[src/rtl/symmetric_hash_join_counter_defines.svh]
// Assertion helpers shared by the join counter RTL.
// Each expects clk and rst_n in scope.
`ifndef SYMMETRIC_HASH_JOIN_COUNTER_DEFINES_SVH
`define SYMMETRIC_HASH_JOIN_COUNTER_DEFINES_SVH

// Condition holds at every edge out of reset.
`define SHJ_ASSERT(name, cond, msg) \
  name: assert property (@(posedge clk) disable iff (!rst_n) (cond)) else $error(msg);

// Same-cycle implication.
`define SHJ_ASSERT_IMP(name, ante, cons, msg) \
  name: assert property (@(posedge clk) disable iff (!rst_n) (ante) |-> (cons)) else $error(msg);

// Next-cycle implication.
`define SHJ_ASSERT_NXT(name, ante, cons, msg) \
  name: assert property (@(posedge clk) disable iff (!rst_n) (ante) |=> (cons)) else $error(msg);

`endif

[src/rtl/shj_pkg.sv]
package shj_pkg;

  localparam int NUM_BUCKETS  = 256;
  localparam int BUCKET_DEPTH = 16;
  localparam int SLOT_COUNT   = NUM_BUCKETS * BUCKET_DEPTH;

  localparam int KEY_W   = 32;
  localparam int TOTAL_W = 32;
  localparam int MATCH_W = 5;
  localparam int CNT_CFG_W = 9;
  localparam int DEP_CFG_W = 5;
  localparam int CIDX_W  = 2;
  localparam int CDATA_W = 9;

  localparam int BKT_W  = (NUM_BUCKETS > 1) ? $clog2(NUM_BUCKETS) : 1;
  localparam int ADDR_W = (SLOT_COUNT > 1) ? $clog2(SLOT_COUNT) : 1;
  localparam int FILL_W = $clog2(BUCKET_DEPTH + 1);
  localparam int DIV_W  = $clog2(NUM_BUCKETS + 1);

  // remainder unit: key bits consumed per cycle
  localparam int DIV_BITS = 8;
  localparam int DIV_CYC  = KEY_W / DIV_BITS;
  localparam int DIVC_W   = (DIV_CYC > 1) ? $clog2(DIV_CYC) : 1;

  localparam logic [CIDX_W-1:0] REG_BUCKET_COUNT = CIDX_W'(0);
  localparam logic [CIDX_W-1:0] REG_BUCKET_DEPTH = CIDX_W'(1);

  localparam logic [CNT_CFG_W-1:0] BUCKET_COUNT_RST = CNT_CFG_W'(256);
  localparam logic [DEP_CFG_W-1:0] BUCKET_DEPTH_RST = DEP_CFG_W'(16);

  typedef enum logic [2:0] {
    ST_IDLE,
    ST_HASH,
    ST_FRD,
    ST_CHECK,
    ST_SCAN,
    ST_CLR,
    ST_FIN
  } state_t;

  typedef struct packed {
    logic load;
    logic div_step;
    logic fill_rd;
    logic check;
    logic scan;
    logic clear;
    logic finish;
  } cmd_t;

  typedef struct packed {
    logic in_op;
    logic div_last;
    logic scan_more;
    logic cmp_pend;
    logic out_free;
  } stat_t;

  function automatic logic [DIV_W-1:0] eff_count(input logic [CNT_CFG_W-1:0] v);
    logic [DIV_W-1:0] r;
    if (v == '0) begin
      r = DIV_W'(1);
    end else if (32'(v) > NUM_BUCKETS) begin
      r = DIV_W'(NUM_BUCKETS);
    end else begin
      r = DIV_W'(v);
    end
    return r;
  endfunction

  function automatic logic [FILL_W-1:0] eff_depth(input logic [DEP_CFG_W-1:0] v);
    logic [FILL_W-1:0] r;
    if (v == '0) begin
      r = FILL_W'(1);
    end else if (32'(v) > BUCKET_DEPTH) begin
      r = FILL_W'(BUCKET_DEPTH);
    end else begin
      r = FILL_W'(v);
    end
    return r;
  endfunction

endpackage

[src/rtl/shj_ctrl.sv]
module shj_ctrl (
  input  logic           clk,
  input  logic           rst_n,
  input  logic           in_tvalid,
  output logic           in_tready,
  input  shj_pkg::stat_t st,
  output shj_pkg::cmd_t  cmd
);

  shj_pkg::state_t state_r, state_nxt;

  always_ff @(posedge clk) begin
    if (!rst_n) begin
      state_r <= shj_pkg::ST_IDLE;
    end else begin
      state_r <= state_nxt;
    end
  end

  always_comb begin
    state_nxt = state_r;
    unique case (state_r)
      shj_pkg::ST_IDLE: begin
        if (in_tvalid) begin
          state_nxt = st.in_op ? shj_pkg::ST_CLR : shj_pkg::ST_HASH;
        end
      end
      shj_pkg::ST_HASH: begin
        if (st.div_last) begin
          state_nxt = shj_pkg::ST_FRD;
        end
      end
      shj_pkg::ST_FRD:   state_nxt = shj_pkg::ST_CHECK;
      shj_pkg::ST_CHECK: state_nxt = shj_pkg::ST_SCAN;
      shj_pkg::ST_SCAN: begin
        if (!st.scan_more && !st.cmp_pend) begin
          state_nxt = shj_pkg::ST_FIN;
        end
      end
      shj_pkg::ST_CLR:   state_nxt = shj_pkg::ST_FIN;
      shj_pkg::ST_FIN: begin
        if (st.out_free) begin
          state_nxt = shj_pkg::ST_IDLE;
        end
      end
      default: state_nxt = shj_pkg::ST_IDLE;
    endcase
  end

  always_comb begin
    cmd       = '0;
    in_tready = 1'b0;
    unique case (state_r)
      shj_pkg::ST_IDLE: begin
        in_tready = 1'b1;
        cmd.load  = in_tvalid;
      end
      shj_pkg::ST_HASH:  cmd.div_step = 1'b1;
      shj_pkg::ST_FRD:   cmd.fill_rd  = 1'b1;
      shj_pkg::ST_CHECK: cmd.check    = 1'b1;
      shj_pkg::ST_SCAN:  cmd.scan     = 1'b1;
      shj_pkg::ST_CLR:   cmd.clear    = 1'b1;
      shj_pkg::ST_FIN:   cmd.finish   = st.out_free;
      default: begin
        cmd       = '0;
        in_tready = 1'b0;
      end
    endcase
  end

endmodule

[config.mk]
export PLATFORM = sky130hd
export DESIGN_NAME = shj_ctrl
export DESIGN_NICKNAME = d
export VERILOG_FILES = /design/src/rtl/symmetric_hash_join_counter_defines.svh /design/src/rtl/shj_pkg.sv /design/src/rtl/shj_ctrl.sv
export SDC_FILE = /design/constraint.sdc
export NUM_CORES = 1
export LEC_CHECK = 0
export ABC_AREA = 1
export BUFFER_PORTS_ARGS = -buffer_cell sky130_fd_sc_hd__buf_2
export CAP_MARGIN = 0
export CORE_AREA = 2 2 39 41
export CTS_BUF_LIST = sky130_fd_sc_hd__clkbuf_8
export CTS_CLUSTER_DIAMETER = 80
export DETAILED_ROUTE_END_ITERATION = 7
export DIE_AREA = 0 0 41 43
export PLACE_DENSITY_LB_ADDON = 0.1
export SLEW_MARGIN = 20
export SYNTH_ARGS = -nofsm -noshare
export SYNTH_HDL_FRONTEND = slang
export SYNTH_SLANG_ARGS = --single-unit
[constraint.sdc]
create_clock -name clk -period 3.11 [get_ports clk]
set_input_delay 0.311 -clock clk [delete_from_list [all_inputs] [get_ports clk]]
set_output_delay 0.311 -clock clk [all_outputs]
set_load 0.01 [all_outputs]
-- Word-level counts from Yosys, hierarchy flattened
Cells that the tools add are included.
- RAM bits: 0
- bits in read-only memories: 0
- output and inout bits: 8
- word-level logic and storage cells: 30
- bits of input ports: 8
- register bits after elaboration: 3
- memories kept: 0
- latch bits: 0
- $add $sub $neg: 0
- eq/ne operators: 10
- reductions and logical operators: 5
- divide/modulo/power cells: 0
- order comparisons: 0
- multiplexer cells: 14
- bitwise operators: 0
- shift-type cells: 0
- $mul: 0
- operators by type and width (operator ; count):
    one-hot mux 3 bit (7 select lines) ; 1
    two-way mux 3 bit ; 5
    == test 3 bit (second input constant) ; 3
    two-way mux 1 bit ; 8
    != test 2 bit (second input constant) ; 4
    == test 3 x 2 -> 1 bit (second input constant) ; 2
    AND reduction 4 bit ; 1
    == test 3 x 1 -> 1 bit (second input constant) ; 1
    zero test 3 bit ; 1
    zero test 1 bit ; 2
    logical AND 1 bit ; 1

-- Longest topological paths before layout
Gate-level depths: netlist of the first run.
- depth in word-level cells: 4
- gate-level depth with buffers: 7
- depth with buffers taken out: 7

-- Least setup slack after synthesis of the first run
OpenSTA, ideal clock, no wires.
- kind: register to output
- from: register state_r[1]
- to: output port cmd[0] (netlist bit)
- data required time: 2799 ps
- arrival time: 775 ps
- buffers on the path: 0
- stages on the path, launching flop included: 3
- slack: 2024 ps
- cells stage by stage: dfxtp_1 -> nand2_1 -> nor3_1
- RTL lines (what ; line ; text):
    start: declaration ; shj_ctrl.sv:10 ; shj_pkg::state_t state_r, state_nxt;
    start signal: assignment ; shj_ctrl.sv:14 ; state_r <= shj_pkg::ST_IDLE;
    start signal: assignment ; shj_ctrl.sv:16 ; state_r <= state_nxt;
    end: declaration ; shj_ctrl.sv:7 ; output shj_pkg::cmd_t cmd

==> results of run 1 <==
## area by class of cell
type | instances | area share [%]
Clock buffer | 3 | 9.71
Sequential cell | 3 | 14.1
Timing Repair Buffer | 15 | 17.6
Multi-Input combinational cell | 34 | 42.4
Inverter | 12 | 10.6
Clock inverter | 1 | 0.882
Tap cell | 16 | 4.71
## worst reg2reg max path: cells and delay by family (launching register included)
family	cells	cell delay (ns)
flops	1	0.46
simple gates	6	0.57
## report_power, final
group | total, mW | internal, mW | switching, mW
Combinational | 0.267 | 0.112 | 0.155
Sequential | 0.0917 | 0.0574 | 0.0343
Clock | 0.109 | 0.0840 | 0.0252
Total | 0.468 | 0.254 | 0.215
## layer usage
layer | track usage (%) | vias to the layer above | part of all wire (%)
li1 | - | 189 | -
met1 | 9.29 | 133 | 43
met2 | 12.2 | 11 | 45
met3 | 4.71 | 0 | 12
met4 | 2.00 | 0 | 0
met5 | 0 | - | 0
## synthesized netlist by cell type
library cell   n
inv_2          4
nor3_1         3
o21ai_0        1
nor2_1         4
o211ai_1       1
a21oi_1        2
nor2b_4        1
inv_1          8
nand3_2        2
dfxtp_1        3
nand3_1        3
nand2_1       11
nand2_2        2
nor2_2         4
## cell families (layout without fill, tap and decap cells)
logic type      after synthesis  in the layout  share of synthesized area, %
compound gates                4              4                          7.89
simple gates                 30             30                          55.3
buf+inv                      12             31                          15.8
flops                         3              3                          21.1
## final timing paths
check,start,endpoint,cells past startpoint
hold / removal,rst_n,state_r[2]$_SDFFE_PN0P_,3
setup reg to reg,state_r[0]$_SDFFE_PN0P_,state_r[2]$_SDFFE_PN0P_,6
setup / recovery,state_r[0]$_SDFFE_PN0P_,cmd[5],5
hold reg to reg,state_r[2]$_SDFFE_PN0P_,state_r[0]$_SDFFE_PN0P_,3
==> metrics.yaml, run 1 <==
outcome:
  status: "finished clean"
drt:
  firstDrtPassIters: 2
  first_iter_violations: 3
  ant_nets: 0
  num_vias: 333
  wirelength_um: 633
  drc: 0
  routedWlPerCell_um: 7.54
  avgViaCountPerCell: 3.96
placed_design:
  dp_hpwl_um: 539
  numPortBuffers: 15
  place_inst: 80
  gp_congestion: 0.674
  placed_cell_area_sq_um: 380
  dp_worst_setup_slack_ns: 1.89
worst_setup_path:
  rrSetupSlack_ns: 1.98
  cp_max_fo: 7
  critPathKind: "reg2out"
  cp_num_buf_inv: 3
  slowest_delay_ns: 0.46
  crit_family: "flip-flops"
  start_kind: "flip-flop"
  path_cells: "inv_2, nor2_2, nand2_1, inv_1, buf_2"
  cp-end-kind: "output pin"
  required_ns: 2.80
  cp_slowest_cell: "dfxtp_1"
  worstPathArrival_ns: 1.12
timing:
  relSlewSlack_pct: 82.2
  holdWs_ns: 0.340
  setup_viol: 0
  fmax_mhz: 697
  setup_tns_ns: 0
  rsz0062_at_grt: "no"
  finalMaxSlewViolations: 0
  finalHoldViolations: 0
  final.setup_skew_ns: 0.00315
  fin_crit_ns: 1.44
  fin_crit_sh_pct: 46.2
  fin_ws_ns: 1.67
  worstMarginPinSlew_ns: 0.267
power_and_ir_drop:
  power_leakage_nw: 0.264
  powerDensity_nw_per_um2: 1100
  total_power_uw: 468
  ir_worst_vdd_uv: 359
clock_tree:
  postCtsHoldBufs: 0
  htree_levels: 1
  clkSinkCount: 3
  cts_resized: 0
  post-cts-setup-buffer-count: 0
  clock_latency_ns: 0.22
  cts_buffer_depth: 2
  clk_pin_slew_worst_paths_ns: 0.03
  cts_buffers: 3
  cts_tree: "done"
  cts_root_buf: "clkbuf_8"
die:
  num_rows: 14
  die_height_um: 43
  die_area_sq_um: 1760
  coreArea_sq_um: 1380
  die_x_um: 41
  floorplan.initialDensity_pct: 20.6
  ios: 16
run:
  maxCapViolCount: 0
final_layout:
  utilization_pct: 30.7
  diodes: 0
  layoutNonFillerInstCount: 84
  mostFrequentLayoutCell: "buf_2"
  largest_register: "state_r"
  multi_input_area_sq_um: 180
  final_nets: 77
  register_area_sq_um: 60.1
  fill_cells: 176
  drive_gt1_share_pct: 45.6
  finalInstanceArea_sq_um: 425
  area_growth_pct: 49.1
  largest_register_ffs: 3
  layout_common_cells: "buf_2 (15), nand2_1 (11), inv_1 (9)"
  largest_registers: "state_r (3)"
global_routing:
  grt_pass1_vias: 278
  grt_antenna_before_repair: 0
  grt.overflow.total: 0
  grt_pass1_wl_um: 966
  grt_usage_pct: 8.02
  grt_max_degree: 8
logic_synthesis:
  syn_nets: 57
  syn-cell-area_sq_um: 285
  syn_inst: 49
  avgSynthCellArea_sq_um: 5.82
  synthTopCellsByArea: "dfxtp_1 (21%), nand2_1 (14%), inv_1 (11%)"
  synth_top_area_share_pct: 21.1
  synth_top_cell_by_area: "dfxtp_1"
  synth-seq-area-share_pct: 21.1
  ys_ff_latch: 3
  ys_types: 14
  synth-warning-count: 0
worst_hold_path:
  hp-class: "in2reg"
Note: power is estimated with default switching activity, not from simulation.
==> inputs of run 2 (changes only) <==
clock period = 1.5 ns   (was 3.11 ns; I/O delays follow)
==> run 2 against run 1 <==
Total power grew 110%. Combinational power rose by 110%. Sequential power grew 110%. Highest routed layer unchanged. Utilization did not move. Clock power rose by 110%. Critical path type unchanged. Wire length grew 6.6%. Sequential cell count is the same. Register-to-register slack got worse by 1.6 ns. Worst hold slack worse by 0.17 ns. Critical path depth did not move. Via count fell by 0.90%.
==> metrics.yaml, run 2 (synthesis gave the netlist of run 1 again) <==
timing:
  fin_crit_sh_pct: 83.6
  fin_crit_ns: 1.25
  relSlewSlack_pct: 82.5  # was 82.2%
  finalMaxSlewViolations: 0  # unchanged
  setup_viol: 0  # unchanged
  final.setup_skew_ns: 0.000631  # was 0.00315 ns
  setup_tns_ns: 0  # unchanged
  fmax_mhz: 797
  holdWs_ns: 0.173  # was 0.340 ns
  worstMarginPinSlew_ns: 0.261  # was 0.267 ns
  finalHoldViolations: 0  # unchanged
  rsz0062_at_grt: "no"  # unchanged
final_layout:
  drive_gt1_share_pct: 45.6  # unchanged
  fill_cells: 166  # was 176
  multi_input_area_sq_um: 180  # unchanged
  final_nets: 77  # unchanged
  largest_registers: "state_r (3)"  # unchanged
  area_growth_pct: 49.1  # unchanged
  largest_register_ffs: 3  # unchanged
  layout_common_cells: "buf_2 (15), nand2_1 (11), inv_1 (9)"  # unchanged
  layoutNonFillerInstCount: 84  # unchanged
  mostFrequentLayoutCell: "buf_2"  # unchanged
  register_area_sq_um: 60.1  # unchanged
  diodes: 0  # unchanged
  largest_register: "state_r"  # unchanged
die:
  coreArea_sq_um: 1380  # unchanged
  die_area_sq_um: 1760  # unchanged
  die_height_um: 43  # unchanged
  num_rows: 14  # unchanged
  die_x_um: 41  # unchanged
  ios: 16  # unchanged
  floorplan.initialDensity_pct: 20.6  # unchanged
clock_tree:
  htree_levels: 1  # unchanged
  cts_buffer_depth: 2  # unchanged
  cts_tree: "done"  # unchanged
  cts_root_buf: "clkbuf_8"  # unchanged
  cts_buffers: 3  # unchanged
  clk_pin_slew_worst_paths_ns: 0.03  # about the same
  postCtsHoldBufs: 0  # unchanged
  clkSinkCount: 3  # unchanged
  clock_latency_ns: 0.21  # was 0.22 ns
  cts_resized: 0  # unchanged
  post-cts-setup-buffer-count: 0  # unchanged
power_and_ir_drop:
  ir_worst_vdd_uv: 961  # was 359 uV
  total_power_uw: 976  # was 468 uW
  power_leakage_nw: 0.264  # unchanged
  powerDensity_nw_per_um2: 2290  # was 1100 nW/um^2
worst_setup_path:
  slowest_delay_ns: 0.45  # was 0.46 ns
  worstReg2RegStart: "state_r[1]$_SDFFE_PN0P_"  # was state_r[0]$_SDFFE_PN0P_
  crit_family: "flip-flops"  # unchanged
  cp_slowest_cell: "dfxtp_1"  # unchanged
  worstPathArrival_ns: 1.10  # was 1.12 ns
  critPathKind: "reg2out"  # unchanged
  cp.depth: 5  # unchanged
  cp_num_buf_inv: 3  # unchanged
  ff2ff_path_depth: 7  # was 6
  path_cells: "inv_2, nor2_2, nand2_1, inv_1, buf_2"  # unchanged
  r2r-end: "state_r[2]$_SDFFE_PN0P_"  # unchanged
  required_ns: 1.35  # was 2.80 ns
  cp-end-kind: "output pin"  # unchanged
  cp_max_fo: 7  # unchanged
  start_kind: "flip-flop"  # unchanged
  rrSetupSlack_ns: 0.36  # was 1.98 ns
drt:
  ant_nets: 0  # unchanged
  routedWlPerCell_um: 8.04  # was 7.54 um
  avgViaCountPerCell: 3.93  # was 3.96
  wirelength_um: 675  # was 633 um
  firstDrtPassIters: 4  # was 2
  drc: 0  # unchanged
  num_vias: 330  # was 333
  first_iter_violations: 3  # unchanged
global_routing:
  grt_util_met2_pct: 14.7  # was 12.2%
  grt_pass1_wl_mm: 1.10  # was 966 um
  grtUsageMet3_pct: 6.28  # was 4.71%
  grt_usage_pct: 9.33  # was 8.02%
  grt_max_degree: 8  # unchanged
  grt.overflow.total: 0  # unchanged
  gr-max-usage-layer: "met2"  # unchanged
  met1_usage_pct: 9.94  # was 9.29%
  grt_pass1_vias: 312  # was 278
  grt_antenna_before_repair: 0  # unchanged
worst_hold_path:
  holdCritStartpoint: "rst_n"  # unchanged
  hp-class: "in2reg"  # unchanged
  hold_end: "state_r[2]$_SDFFE_PN0P_"  # unchanged
  hold_path_depth: 3  # unchanged
outcome:
  status: "finished clean"  # unchanged
placed_design:
  place_inst: 80  # unchanged
  dp_hpwl_um: 554  # was 539 um
  gp_congestion: 0.766  # was 0.674
  numPortBuffers: 15  # unchanged
run:
  maxCapViolCount: 0  # unchanged
==> run 2: power breakdown <==
| part | switching [mW] | internal, mW |
|---|---|---|
| Combinational | 0.328 | 0.233 |
| Sequential | 0.0710 | 0.119 |
| Clock | 0.0514 | 0.174 |
==> run 2: per-stage QoR <==
stage	utilization [%]	setup WS [ns]	instance area, sq um
after global placement	27.5	0.338	380
after detailed placement	27.5	0.364	380
after CTS	30.7	0.232	425
after floorplan	-	0.443	285
final	30.7	0.246	425
after global routing	30.7	0.154	425
==> run 2: cell type report <==
type / instances / share of cell area, %
inverters: 12 / 10.6
flip-flops and latches: 3 / 14.1
well taps: 16 / 4.71
clock buffers: 3 / 9.71
multi-input cells: 34 / 42.4
repair buffers: 15 / 17.6
clock inverters: 1 / 0.882
==> run 2: worst reg2reg max path, delay by kind of cell (launching register included) <==
kind               cells  cell delay (ns)
DFF                    1             0.45
AOI/OAI and AO/OA      1             0.09
and+or+nand+nor        6             0.48
==> run 2: worst max path at each step <==
stage                                    to                     from  slack, ns
floorplan           state_r[2]$_SDFFE_PN0P_  state_r[1]$_SDFFE_PN0P_       0.44
global route                         cmd[5]  state_r[0]$_SDFFE_PN0P_       0.15
global placement    state_r[2]$_SDFFE_PN0P_  state_r[0]$_SDFFE_PN0P_       0.34
CTS                                  cmd[5]  state_r[0]$_SDFFE_PN0P_       0.23
finish                               cmd[5]  state_r[0]$_SDFFE_PN0P_       0.25
detailed placement  state_r[2]$_SDFFE_PN0P_  state_r[0]$_SDFFE_PN0P_       0.36
==> run 2: routing by layer <==
layer	vias to the layer above	wire, um
li1	189	-
met1	133	317
met2	8	306
met3	0	51
met4	0	0
met5	-	0
